## config.mk

```make
export PLATFORM = sky130hd
export DESIGN_NAME = mme_ctrl
export DESIGN_NICKNAME = d
export VERILOG_FILES = /design/src/rtl/core/mme_pkg.sv /design/src/rtl/core/mme_ctrl.sv
export SDC_FILE = /design/constraint.sdc
export NUM_CORES = 1
export LEC_CHECK = 0
export CAP_MARGIN = 30
export CORE_AREA = 3 3 40 42
export DETAILED_ROUTE_END_ITERATION = 8
export DIE_AREA = 0 0 43 45
export DONT_BUFFER_PORTS = 1
export PLACE_DENSITY = 0.43
export SLEW_MARGIN = 15
export SYNTH_ARGS = -nofsm -noshare
export SYNTH_HDL_FRONTEND = slang
export SYNTH_SLANG_ARGS = --single-unit
```

## constraint.sdc

```tcl
create_clock -name clk -period 3.6 [get_ports clk]
set_input_delay 0.72 -clock clk [delete_from_list [all_inputs] [get_ports clk]]
set_output_delay 0.72 -clock clk [all_outputs]
set_load 0.02 [all_outputs]
```

## src/rtl/core/mme_pkg.sv

```systemverilog
// ----------------------------------------------------------------------------
// mme_pkg
// Types and constants shared by the matrix multiply element files.
// ----------------------------------------------------------------------------
package mme_pkg;

  localparam int OP_W    = 2;
  localparam int IDX_W   = 4;
  localparam int DATA_W  = 32;
  localparam int CFG_W   = 5;
  localparam int PROD_W  = 2 * DATA_W;

  localparam logic [CFG_W-1:0]  INNER_DIM_RST = 5'd9;
  localparam logic [DATA_W-1:0] Q_MAX         = 32'h7FFF_FFFF;
  localparam logic [DATA_W-1:0] Q_MIN         = 32'h8000_0000;

  typedef enum logic [OP_W-1:0] {
    OP_WR_A    = 2'd0,
    OP_WR_B    = 2'd1,
    OP_COMPUTE = 2'd2
  } op_t;

  typedef enum logic [1:0] {
    ST_IDLE,
    ST_ISSUE,
    ST_DRAIN,
    ST_FINISH
  } state_t;

  typedef struct packed {
    logic wr_a;
    logic wr_b;
    logic start;
    logic issue;
    logic load;
  } cmd_t;

  typedef struct packed {
    logic dim_zero;
    logic last_term;
    logic pipe_busy;
  } sts_t;

endpackage

```

## src/rtl/core/mme_ctrl.sv

```systemverilog
// ----------------------------------------------------------------------------
// mme_ctrl
// Sequencer: accepts words, steps the dot product and loads the result.
// ----------------------------------------------------------------------------
module mme_ctrl (
  input  logic                          clk,
  input  logic                          rst_n,
  input  logic                          in_valid,
  input  logic [mme_pkg::OP_W-1:0]      in_operation,
  output logic                          in_ready,
  output logic                          out_valid,
  input  logic                          out_ready,
  input  mme_pkg::sts_t                 sts,
  output mme_pkg::cmd_t                 cmd
);

  mme_pkg::state_t state_r, state_nxt;
  logic            out_valid_r, out_valid_nxt;
  logic            out_free;

  assign out_free = !out_valid_r || out_ready;

  always_comb begin
    state_nxt = state_r;
    case (state_r)
      mme_pkg::ST_IDLE: begin
        if (in_valid && in_operation == mme_pkg::OP_COMPUTE) begin
          state_nxt = sts.dim_zero ? mme_pkg::ST_DRAIN : mme_pkg::ST_ISSUE;
        end
      end
      mme_pkg::ST_ISSUE: begin
        if (sts.last_term) begin
          state_nxt = mme_pkg::ST_DRAIN;
        end
      end
      mme_pkg::ST_DRAIN: begin
        if (!sts.pipe_busy) begin
          state_nxt = mme_pkg::ST_FINISH;
        end
      end
      mme_pkg::ST_FINISH: begin
        if (out_free) begin
          state_nxt = mme_pkg::ST_IDLE;
        end
      end
      default: state_nxt = mme_pkg::ST_IDLE;
    endcase
  end

  always_comb begin
    cmd      = '0;
    in_ready = 1'b0;
    case (state_r)
      mme_pkg::ST_IDLE: begin
        in_ready   = 1'b1;
        cmd.wr_a   = in_valid && in_operation == mme_pkg::OP_WR_A;
        cmd.wr_b   = in_valid && in_operation == mme_pkg::OP_WR_B;
        cmd.start  = in_valid && in_operation == mme_pkg::OP_COMPUTE;
      end
      mme_pkg::ST_ISSUE:  cmd.issue = 1'b1;
      mme_pkg::ST_DRAIN:  cmd = '0;
      mme_pkg::ST_FINISH: cmd.load = out_free;
      default:            cmd = '0;
    endcase
  end

  // hold the result until taken; a load only happens when the slot is free
  always_comb begin
    out_valid_nxt = out_valid_r;
    if (out_ready) begin
      out_valid_nxt = 1'b0;
    end
    if (cmd.load) begin
      out_valid_nxt = 1'b1;
    end
  end

  always_ff @(posedge clk) begin
    if (!rst_n) begin
      state_r     <= mme_pkg::ST_IDLE;
      out_valid_r <= 1'b0;
    end else begin
      state_r     <= state_nxt;
      out_valid_r <= out_valid_nxt;
    end
  end

  assign out_valid = out_valid_r;

endmodule

```

Word-level counts from Yosys, hierarchy flattened
Cells that the tools add are included.

word-level totals
  bits in registers = 3
  latch bits = 0
  memory bits (writable) = 0
  bits in read-only memories = 0
  input port bits = 9
  output and inout port bits = 7
  memories kept = 0

operators by class
  $add $sub $neg = 0
  $mul = 0
  divide/modulo/power cells = 0
  order comparisons = 0
  equal/unequal tests = 9
  shifts and indexed selects = 0
  muxes and demuxes = 12
  bitwise operators = 0
  reductions and logical operators = 9

operators by type and width
  operator                                                          number
  2-bit two-way mux                                                 5
  2-bit != test (second input constant)                             4
  2-bit one-hot mux with 4 select lines                             1
  2-bit == test (second input constant)                             3
  1-bit two-way mux                                                 5
  2-bit by 1-bit == test with 1-bit output (second input constant)  2
  2-bit logical NOT                                                 2
  4-bit AND reduction                                               1
  1-bit logical AND                                                 3
  3-bit two-way mux                                                 1
  2-bit nonzero test                                                1
  1-bit logical NOT                                                 1
  1-bit logical OR                                                  1

Depth between registers and ports, before layout
Gate-level depths: netlist of the first run.

  word-level depth = 4
  depth in mapped cells = 5
  gate-level depth less buffers = 5

Least setup slack after synthesis of the first run
OpenSTA, ideal clock, no wires.

  kind = reg-to-output
  from = register state_r[0]
  to = output port cmd[3] in the netlist's numbering
  arrival = 1.431 ns
  required time = 2.880 ns
  setup slack = 1.449 ns
  cell stages (with the launch flop) = 5
  buffers on the path = 0
  path through = dfxtp_1 -> inv_1 -> ha_1 -> nand2_1 -> nor3b_1

RTL lines
  item                    RTL line        source
  from (decl)             mme_ctrl.sv:17  mme_pkg::state_t state_r, state_nxt;
  from (signal assigned)  mme_ctrl.sv:80  state_r <= mme_pkg::ST_IDLE;
  from (signal assigned)  mme_ctrl.sv:83  state_r <= state_nxt;
  to (decl)               mme_ctrl.sv:14  output mme_pkg::cmd_t cmd

==> results.sh, run 1 <==
export IMPL_design_die_area_um2=1940
export IMPL_worst_skew_pair_later_pin_latency_ns=0.23
export IMPL_final_setup_tns_ns=0
export IMPL_pin_count_of_the_biggest_net_entering_global_routing=6
export IMPL_power_frac_comb_pct=51.0
export IMPL_syn_area_um2=310
export IMPL_initial_utilization_pct=24.1
export IMPL_core_area_um2=1280
export IMPL_design_final_nets=50
export IMPL_setup_worst_path_start_class="register"
export IMPL_synthesis_yosys_warnings=0
export IMPL_arrival_worst_endpoint_ns=1.77
export IMPL_syn_nets=46
export IMPL_tritoncts_clock_tree="done"
export IMPL_top_layer="met3"
export IMPL_grt_setup_unrepaired="no"
export IMPL_sequentialPowerShare_pct=22.5
export IMPL_detailed_placer_s_ending_hpwl_um=467
export IMPL_synth_edf_count=0
export IMPL_overflow=0
export IMPL_achievable_frequency_mhz=401
export IMPL_route_detailed_drc=0
export IMPL_gp_routability_congestion=0.699
export IMPL_drv_cap=0
export IMPL_min_period_ns=2.49
export IMPL_total_leakage_power_uw=0.000146
export IMPL_ir_drop_mv=0.205
export IMPL_hold_buffers=0
export IMPL_clk_pin_slew_worst_paths_ns=0.04
export IMPL_met2_wirelength_um=282
export IMPL_routed_via_count=223
export IMPL_timing_hold_worst_class="register to register"
export IMPL_drt_first_pass_iters=1
export IMPL_detailedRoute_firstIterationViolations=0
export IMPL_routed_wl_um=536
export IMPL_critical_path_max_fanout=4
export IMPL_tritoncts_buffers=3
export IMPL_cts_repair_resized=0
export IMPL_floorplan_rows=13
export IMPL_routedLengthMet1_um=199
export IMPL_grt_pass1_wl_um=945
export IMPL_ys_top_cells_by_count="sky130_fd_sc_hd__ha_1 (5), sky130_fd_sc_hd__nor2b_1 (5), sky130_fd_sc_hd__nand2_1 (4), sky130_fd_sc_hd__dfxtp_1 (3)"
export IMPL_ys_ff_latch=3
export IMPL_fin_crit_sh_pct=69.2
export IMPL_timing_critical_path_required_ns=2.88
export IMPL_met3_wire_len_um=54
export IMPL_timing_final_max_slew_violations=0
export IMPL_setup_viol=0
export IMPL_area_share_of_the_leading_cell_type_in_the_synthesized_netlist_pct=20.2
export IMPL_grt_antenna_before_repair=0
export IMPL_criticalPathCategory="register to output port"
export IMPL_post_cts_setup_buffer_count=0
export IMPL_synth_area_leaders="sky130_fd_sc_hd__ha_1 (20%), sky130_fd_sc_hd__dfxtp_1 (19%), sky130_fd_sc_hd__nor2b_1 (10%), sky130_fd_sc_hd__a2111oi_4 (8.9%), sky130_fd_sc_hd__mux2i_1 (6.5%)"
export IMPL_port_buffers=0
export IMPL_maxSlewHeadroom_pct=54.8
export IMPL_power_density_nw_per_um2=631
export IMPL_worst_slew_pin_transition_ns=0.676
export IMPL_power_switching_fraction_pct=38.9
export IMPL_clkSinkCount=3
export IMPL_final_hold_violation_count=0
export IMPL_async_reset_ff_share_pct=0
export IMPL_flow_area_growth_from_synthesis_pct=12.1
export IMPL_clock_path_buffers=2
export IMPL_cts_root_buffer_cell="sky130_fd_sc_hd__clkbuf_4"
export IMPL_commonest_register_cell_after_synthesis="sky130_fd_sc_hd__dfxtp_1"
export IMPL_die_h_um=45
export IMPL_power_dissipated_by_switching_net_loads_uw=85.3
export IMPL_detail_route_vias_per_cell=4.46
export IMPL_pin_count=16
export IMPL_synth_seq_area_share_pct=19.4
export IMPL_synth_distinct_cells=16
export IMPL_cell_internal_pwr_uw=134
export IMPL_wire_per_inst_um=10.7
export IMPL_global_route_usage_total_pct=7.07
export IMPL_first_global_vias=256
export IMPL_avg_synthesized_cell_area_um2=9.70
export IMPL_yosys_area_top_type="sky130_fd_sc_hd__ha_1"
export IMPL_detail_route_antenna_nets=0
export IMPL_postSynthCellCount=32
export IMPL_drive_above_1_share_pct=17.1
export IMPL_share_clk_of_total_power_pct=26.4
export IMPL_htreeDepth=1
export IMPL_outcome="complete, no violations"
export IMPL_diodes=0
export IMPL_clock_skew_ns=0.00105
export IMPL_hold_slack_ns=0.500
export IMPL_die_width_um=43
export IMPL_timing_critical_path_to_type="output port"
worst max-delay path: stages (launching register included):
cell and delay (ns):
sky130_fd_sc_hd__dfxtp_1 0.33, sky130_fd_sc_hd__inv_1 0.11, sky130_fd_sc_hd__ha_1 0.37, sky130_fd_sc_hd__nand2_1 0.14, sky130_fd_sc_hd__nor3b_1 0.59
stage by stage:
step	instance area (um^2)	worst slack, ns	cells	utilization [%]	power, uW
6_report	348	1.11	50	27.1	219
5_1_grt	348	0.968	50	27.1	242
4_1_cts	348	1.08	50	27.1	225
3_5_place_dp	322	1.34	46	25.0	164
3_3_place_gp	322	1.35	46	25.0	163
2_1_floorplan	310	1.45	32	-	150
sequential cells by signal, summed over array words and instances (netlist names):
register	cells
out_valid	1
state_r	2
logic make-up after synthesis:
logic type | count (synthesis) | share of synthesized area, %
flip-flops | 3 | 19.4
AND/OR/NAND/NOR | 15 | 32.7
multiplexers | 3 | 10.1
adder cells (fa/ha/maj) | 5 | 20.2
buffers and inverters | 3 | 4.84
AO/OA/AOI/OAI | 3 | 12.9
final timing paths:
check | start | end | slack, ns | cells after the start
worst max-delay path | state_r[0] | cmd[3] | 1.11 | 4
worst min-delay path | state_r[1] | state_r[1] | 0.50 | 2
worst max register to register | state_r[1] | state_r[0] | 2.05 | 5
worst min register to register | state_r[1] | state_r[1] | 0.50 | 2
per-layer routing:
metal / vias up / track usage (%)
li1: 114 / -
met1: 100 / 5.53
met2: 9 / 11.7
met3: 0 / 4.38
met4: 0 / 7.23
met5: - / 0
final cells by class:
| class | count | area, um^2 |
|---|---|---|
| Inverter | 2 | 7.51 |
| Sequential cell | 3 | 60.1 |
| Tap cell | 15 | 18.8 |
| Multi-Input combinational cell | 26 | 235 |
| Fill cell | 142 | 937 |
| Clock buffer | 4 | 26.3 |
cell usage in the layout, fill, tap and decap left out:
cell                        netlist  routed
sky130_fd_sc_hd__dfxtp_1          3       3
sky130_fd_sc_hd__nor2b_1          5       5
sky130_fd_sc_hd__nand3b_4         1       1
sky130_fd_sc_hd__mux2i_1          2       2
sky130_fd_sc_hd__nor3_1           1       1
sky130_fd_sc_hd__inv_1            2       2
sky130_fd_sc_hd__and2_0           1       1
sky130_fd_sc_hd__o21a_1           1       1
sky130_fd_sc_hd__and3b_1          1       1
sky130_fd_sc_hd__nand2_1          4       4
sky130_fd_sc_hd__mux2_2           1       1
sky130_fd_sc_hd__clkbuf_4         0       3
sky130_fd_sc_hd__nor3b_1          2       2
sky130_fd_sc_hd__o21ai_0          1       1
sky130_fd_sc_hd__ha_1             5       5
sky130_fd_sc_hd__a2111oi_4        1       1
sky130_fd_sc_hd__clkbuf_1         0       1
power by group through the flow:
stage / registers, uW / logic, uW / clock network, uW
floorplan: 48.1 / 102 / 0
global placement: 49.6 / 114 / 0
detailed placement: 50.2 / 114 / 0
CTS: 49.6 / 114 / 61.4
global route: 51.1 / 124 / 67.2
finish: 49.4 / 112 / 58.0
Power figures use the tool's default switching activity.
==> run 2, diff against run 1 <==
--- a/config.mk
+++ b/config.mk
@@ -5,12 +5,13 @@
 export SDC_FILE = /design/constraint.sdc
 export NUM_CORES = 1
 export LEC_CHECK = 0
+export ABC_AREA = 1
 export CAP_MARGIN = 30
 export CORE_AREA = 3 3 40 42
 export DETAILED_ROUTE_END_ITERATION = 8
 export DIE_AREA = 0 0 43 45
 export DONT_BUFFER_PORTS = 1
-export PLACE_DENSITY = 0.43
+export PLACE_DENSITY = 0.44
 export SLEW_MARGIN = 15
 export SYNTH_ARGS = -nofsm -noshare
 export SYNTH_HDL_FRONTEND = slang
==> constraint.sdc (replaced) <==
create_clock -name clk -period 2.1 [get_ports clk]
set_input_delay 0.42 -clock clk [delete_from_list [all_inputs] [get_ports clk]]
set_output_delay 0.42 -clock clk [all_outputs]
set_load 0.02 [all_outputs]
==> run 2 against run 1 <==
Via count up 30%. Worst setup slack worse by 0.91 ns. Clock power up 72%. Final cell count up 36%. Clock skew down 0.00065 ns. Sequential cell count unchanged. Sequential power up 97%. Sequential share of layout area down 0.36 points. Clock-buffer cell count unchanged. Register-to-register slack worse by 1.3 ns.
==> results.sh, run 2 <==
export IMPL_tritoncts_buffers=3
export IMPL_power_switching_fraction_pct=46.9
export IMPL_layout_filler_cells=150
export IMPL_synth_simple_gate_area_share_pct=38.8
export IMPL_diodes=0
export IMPL_port_buffers=0
export IMPL_clock_path_buffers=2
export IMPL_worst_skew_pair_later_pin_latency_ns=0.23
export IMPL_die_h_um=45
export IMPL_timing_final_max_slew_violations=0
export IMPL_htreeDepth=1
export IMPL_grt_setup_unrepaired="no"
export IMPL_pin_count_of_the_biggest_net_entering_global_routing=5
export IMPL_sequentialPowerShare_pct=20.9
export IMPL_largest_register="state_r"
export IMPL_synth_adder_area_share_pct=20.7
export IMPL_global_route_usage_total_pct=7.49
export IMPL_hold_buffers=0
export IMPL_synth_edf_count=0
export IMPL_fin_crit_sh_pct=90.4
export IMPL_finalCoreUtilization_pct=27.7
export IMPL_synth_area_leaders="sky130_fd_sc_hd__ha_1 (21%), sky130_fd_sc_hd__dfxtp_1 (20%), sky130_fd_sc_hd__nand2_1 (12%), sky130_fd_sc_hd__nor2_1 (11%), sky130_fd_sc_hd__inv_1 (8.7%)"
export IMPL_grt_pass1_wl_um=1040
export IMPL_final_setup_tns_ns=0
export IMPL_synthXorXnorAreaFrac_pct=0
export IMPL_cts_repair_resized=0
export IMPL_cts_root_buffer_cell="sky130_fd_sc_hd__clkbuf_4"
export IMPL_core_area_um2=1280
export IMPL_achievable_frequency_mhz=527
export IMPL_total_leakage_power_uw=0.000190
export IMPL_commonest_register_cell_after_synthesis="sky130_fd_sc_hd__dfxtp_1"
export IMPL_die_width_um=43
export IMPL_critical_path_max_fanout=4
export IMPL_share_clk_of_total_power_pct=21.6
export IMPL_cell_internal_pwr_uw=246
export IMPL_yosys_area_top_type="sky130_fd_sc_hd__ha_1"
export IMPL_outcome="complete, no violations"
export IMPL_async_reset_ff_share_pct=0
export IMPL_timing_hold_worst_class="input port to register"
export IMPL_synth_top_family_by_area="simple AND/OR/NAND/NOR gates"
export IMPL_initial_utilization_pct=23.6
export IMPL_drv_cap=0
export IMPL_power_frac_comb_pct=57.5
export IMPL_floorplan_rows=13
export IMPL_cpPeakStageDelay_ns=0.34
export IMPL_yosys_cell_count_top_type="sky130_fd_sc_hd__nand2_1"
export IMPL_timing_critical_path_required_ns=1.68
export IMPL_critical_path_s_slowest_cell="sky130_fd_sc_hd__ha_1"
export IMPL_ys_ff_latch=3
export IMPL_post_cts_setup_buffer_count=0
export IMPL_synth_distinct_cells=15
export IMPL_route_detailed_drc=0
export IMPL_path_cells="inv_1 -> ha_1 -> nand2_1 -> nor3_1 -> buf_4"
export IMPL_min_period_ns=1.90
export IMPL_area_share_of_the_leading_cell_type_in_the_synthesized_netlist_pct=20.7
export IMPL_final_common_cell="sky130_fd_sc_hd__nand2_1"
export IMPL_overflow=0
export IMPL_synth_seq_area_share_pct=19.8
export IMPL_largest_register_ffs=2
export IMPL_synth_compound_area_share_pct=8.26
export IMPL_worst_r2r_path_depth=8
export IMPL_synth_mux_area_fraction_pct=0
export IMPL_detail_route_antenna_nets=0
export IMPL_detailedRoute_firstIterationViolations=3
export IMPL_routed_wl_um=623
export IMPL_detailed_placer_s_ending_hpwl_um=534
export IMPL_syn_nets=62
export IMPL_design_final_nets=68
export IMPL_power_density_nw_per_um2=1310
export IMPL_clk_pin_slew_worst_paths_ns=0.04
export IMPL_gp_routability_congestion=0.658
export IMPL_syn_area_um2=303
export IMPL_clkSinkCount=3
export IMPL_worst_slew_pin_transition_ns=0.450
export IMPL_grt_antenna_before_repair=0
export IMPL_postSynthCellCount=48
export IMPL_avg_synthesized_cell_area_um2=6.31
export IMPL_wire_per_inst_um=9.16
export IMPL_pin_count=16
export IMPL_ir_drop_mv=0.298
export IMPL_clock_skew_ns=0.000408
export IMPL_tritoncts_clock_tree="done"
export IMPL_setup_viol=0
export IMPL_routed_via_count=289
export IMPL_ys_top_cells_by_count="sky130_fd_sc_hd__nand2_1 (10), sky130_fd_sc_hd__nor2_1 (9), sky130_fd_sc_hd__inv_1 (7), sky130_fd_sc_hd__ha_1 (5), sky130_fd_sc_hd__nand3_1 (4)"
export IMPL_first_global_vias=263
export IMPL_cell_count_of_the_worst_hold_path=2
export IMPL_timing_critical_path_to_type="output port"
export IMPL_power_dissipated_by_switching_net_loads_uw=218
export IMPL_drive_above_1_share_pct=15.1
export IMPL_arrival_worst_endpoint_ns=1.48
export IMPL_design_die_area_um2=1940
export IMPL_drt_first_pass_iters=4
export IMPL_mostFrequentLayoutCells="sky130_fd_sc_hd__nand2_1 (10), sky130_fd_sc_hd__nor2_1 (9), sky130_fd_sc_hd__inv_1 (7), sky130_fd_sc_hd__ha_1 (5), sky130_fd_sc_hd__nand3_1 (4)"
export IMPL_setup_worst_path_start_class="register"
export IMPL_synthesis_yosys_warnings=0
export IMPL_final_hold_violation_count=0
export IMPL_maxSlewHeadroom_pct=70.1
export IMPL_criticalPathCategory="register to output port"
export IMPL_detail_route_vias_per_cell=4.25
export IMPL_flow_area_growth_from_synthesis_pct=17.4
## run 2: power groups by stage
stage	logic, uW	clock network [uW]	registers [uW]
6_report	267	100	97.1
5_1_grt	306	111	102
4_1_cts	274	106	98.0
3_5_place_dp	272	0	98.9
3_3_place_gp	277	0	97.2
2_1_floorplan	235	0	93.7
## run 2: cell families (layout without fill, tap and decap cells)
logic type	Yosys count	in the layout
AND/OR/NAND/NOR	27	27
adder cells (fa/ha/maj)	5	5
AO/OA/AOI/OAI	4	4
flip-flops	3	3
buffers and inverters	9	14
## run 2: worst paths after layout
path	slack (ns)	end	start
worst max-delay path	0.20	cmd[3]	state_r[0]
worst min-delay path	0.31	state_r[1]	rst_n
worst max register to register	0.74	state_r[0]	state_r[1]
worst min register to register	0.52	state_r[1]	state_r[1]
## run 2: routing by layer
metal  vias up  routed length (um)  global-route usage, %
met5         -                   0                      0
met4         0                   0                   3.61
met3         0                  46                   4.78
met2         9                 293                   11.1
met1       122                 283                   8.41
li1        158                   -                      -
## run 2: layout make-up
type	count	area (um^2)	area share, %
clock buffers	4	26.3	7.39
well taps	15	18.8	5.28
repair buffers	2	15.0	4.23
flip-flops and latches	3	60.1	16.9
inverters	8	30.0	8.45
multi-input cells	36	205	57.7
## run 2: critical path: cells and delay by family, from the launching register on
family | cells | cell delay [ns]
flops | 1 | 0.33
simple gates | 2 | 0.28
fa+ha+maj | 1 | 0.34
buf+inv | 2 | 0.29
## run 2: stage by stage
step                      hold WS, ns  cell area (um^2)  power [uW]  worst slack, ns  std cells
after floorplan                 0.497               303         328            0.389         48
after global placement          0.521               329         375            0.473         64
after detailed placement        0.522               329         371            0.452         64
after CTS                       0.297               355         478            0.196         68
after global routing            0.319               355         519           0.0905         68
final                           0.308               355         464            0.201         68
==> run 3, diff against run 2 <==
--- a/config.mk
+++ b/config.mk
@@ -5,13 +5,13 @@
 export SDC_FILE = /design/constraint.sdc
 export NUM_CORES = 1
 export LEC_CHECK = 0
-export ABC_AREA = 1
+export ABC_AREA = 0
 export CAP_MARGIN = 30
 export CORE_AREA = 3 3 40 42
 export DETAILED_ROUTE_END_ITERATION = 8
 export DIE_AREA = 0 0 43 45
 export DONT_BUFFER_PORTS = 1
-export PLACE_DENSITY = 0.44
+export PLACE_DENSITY = 0.45
 export SLEW_MARGIN = 15
 export SYNTH_ARGS = -nofsm -noshare
 export SYNTH_HDL_FRONTEND = slang
==> run 3 against run 2 <==
Global-route usage down 0.34 points. Sequential cell count is the same. Sequential power is 12% lower. Worst setup slack improved by 0.13 ns. Largest power group unchanged.
==> results.sh, run 3 (synthesis gave the netlist of run 1 again) <==
export IMPL_criticalPathCategory="register to output port"
export IMPL_mostFrequentLayoutCells="sky130_fd_sc_hd__nor2b_1 (5), sky130_fd_sc_hd__ha_1 (5), sky130_fd_sc_hd__nand2_1 (4), sky130_fd_sc_hd__buf_4 (4)"
export IMPL_initial_utilization_pct=24.1
export IMPL_layout_filler_cells=135
export IMPL_detail_route_antenna_nets=0
export IMPL_final_hold_violation_count=0
export IMPL_grt_setup_unrepaired="no"
export IMPL_worst_slew_pin_transition_ns=0.409
export IMPL_outcome="complete, no violations"
export IMPL_grt_pass1_wl_um=1050
export IMPL_total_leakage_power_uw=0.000167
export IMPL_fin_crit_sh_pct=84.4
export IMPL_die_h_um=45
export IMPL_hold_buffers=0
export IMPL_timing_critical_path_required_ns=1.68
export IMPL_power_density_nw_per_um2=1050
export IMPL_area_taken_by_multi_input_logic_gates_um2=235
export IMPL_core_area_um2=1280
export IMPL_wire_per_inst_um=11.1
export IMPL_drive_above_1_share_pct=25.6
export IMPL_clk_pin_slew_worst_paths_ns=0.04
export IMPL_clkSinkCount=3
export IMPL_drt_first_pass_iters=1
export IMPL_die_width_um=43
export IMPL_cts_repair_resized=0
export IMPL_maxSlewHeadroom_pct=72.7
export IMPL_grt_antenna_before_repair=0
export IMPL_design_die_area_um2=1940
export IMPL_htreeDepth=1
export IMPL_worst_skew_pair_later_pin_latency_ns=0.23
export IMPL_clock_skew_ns=0.000762
export IMPL_finalCoreUtilization_pct=29.4
export IMPL_cpPeakStageDelay_ns=0.33
export IMPL_achievable_frequency_mhz=564
export IMPL_detail_route_vias_per_cell=4.39
export IMPL_route_detailed_drc=0
export IMPL_timing_hold_worst_class="input port to register"
export IMPL_detailedRoute_firstIterationViolations=0
export IMPL_port_buffers=0
export IMPL_detailed_placer_s_ending_hpwl_um=555
export IMPL_overflow=0
export IMPL_routed_wl_um=602
export IMPL_tritoncts_buffers=3
export IMPL_gp_routability_congestion=0.646
export IMPL_final_setup_tns_ns=0
export IMPL_arrival_worst_endpoint_ns=1.35
export IMPL_post_cts_setup_buffer_count=0
export IMPL_setup_worst_path_start_class="register"
export IMPL_design_final_nets=54
export IMPL_first_global_vias=284
export IMPL_diodes=0
export IMPL_tritoncts_clock_tree="done"
export IMPL_drv_cap=0
export IMPL_global_route_usage_total_pct=7.15
export IMPL_floorplan_rows=13
export IMPL_flow_area_growth_from_synthesis_pct=21.8
export IMPL_path_cells="inv_1 -> ha_1 -> nand2_1 -> nor3b_1 -> buf_4"
export IMPL_routed_via_count=237
export IMPL_clock_path_buffers=2
export IMPL_critical_path_max_fanout=4
export IMPL_largest_register_ffs=2
export IMPL_min_period_ns=1.77
export IMPL_largest_register="state_r"
export IMPL_ir_drop_mv=0.228
export IMPL_critical_path_s_slowest_cell="sky130_fd_sc_hd__dfxtp_1"
export IMPL_pin_count_of_the_biggest_net_entering_global_routing=6
export IMPL_regArea_um2=60.1
export IMPL_cts_root_buffer_cell="sky130_fd_sc_hd__clkbuf_4"
export IMPL_timing_final_max_slew_violations=0
export IMPL_pin_count=16
export IMPL_timing_critical_path_to_type="output port"
export IMPL_setup_viol=0
==> run 3: changes by cell type in the layout (fill, tap and decap cells not counted), sizes merged, moves of 5 or more <==
cell,before,now
nand3,5,0
inv,8,2
nor2b,0,5
nor2,10,0
nand2,10,4
==> run 3: critical path: cells and delay by family (launching register included) <==
kind | cells | cell delay (ns)
fa+ha+maj | 1 | 0.19
flops | 1 | 0.33
simple gates | 2 | 0.31
buf+inv | 2 | 0.30
==> run 3: per-stage QoR <==
step           area [um^2]  std cells  setup slack [ns]  hold slack (ns)  total power [uW]
2_1_floorplan          310         32             0.249            0.468               257
3_3_place_gp           352         50             0.565            0.492               298
3_5_place_dp           352         50             0.514            0.514               306
4_1_cts                378         54             0.295            0.313               408
5_1_grt                378         54             0.211            0.318               433
6_report               378         54             0.328            0.317               398
==> run 3: power by group <==
part | leakage (uW) | switching, uW | internal [uW] | total [uW]
Combinational | 0.000127 | 110 | 105 | 215
Sequential | 0.0000244 | 14.6 | 70.6 | 85.2
Clock | 0.0000150 | 26.5 | 71.0 | 97.5
Total | 0.000167 | 151 | 247 | 398
==> run 3: final cells by class <==
type | count | area share, %
sequential | 3 | 15.9
clock buffer | 4 | 6.95
multi-input combinational | 26 | 62.3
timing repair buffer | 4 | 7.95
inverter | 2 | 1.99
tap | 15 | 4.97
==> run 3: per-layer routing <==
layer | GRT usage [%] | wire length, um | part of all wire (%)
met2 | 15.0 | 356 | 59
met1 | 5.76 | 188 | 31
met3 | 2.39 | 57 | 9.5
met4 | 3.61 | 0 | 0
met5 | 0 | 0 | 0
==> run 3: final timing paths <==
check | from | endpoint | slack [ns] | cells after the start
hold / removal | rst_n | out_valid | 0.32 | 1
hold reg to reg | state_r[0] | state_r[0] | 0.51 | 2
setup / recovery | state_r[0] | cmd[3] | 0.33 | 5
setup reg to reg | state_r[1] | state_r[1] | 0.53 | 5
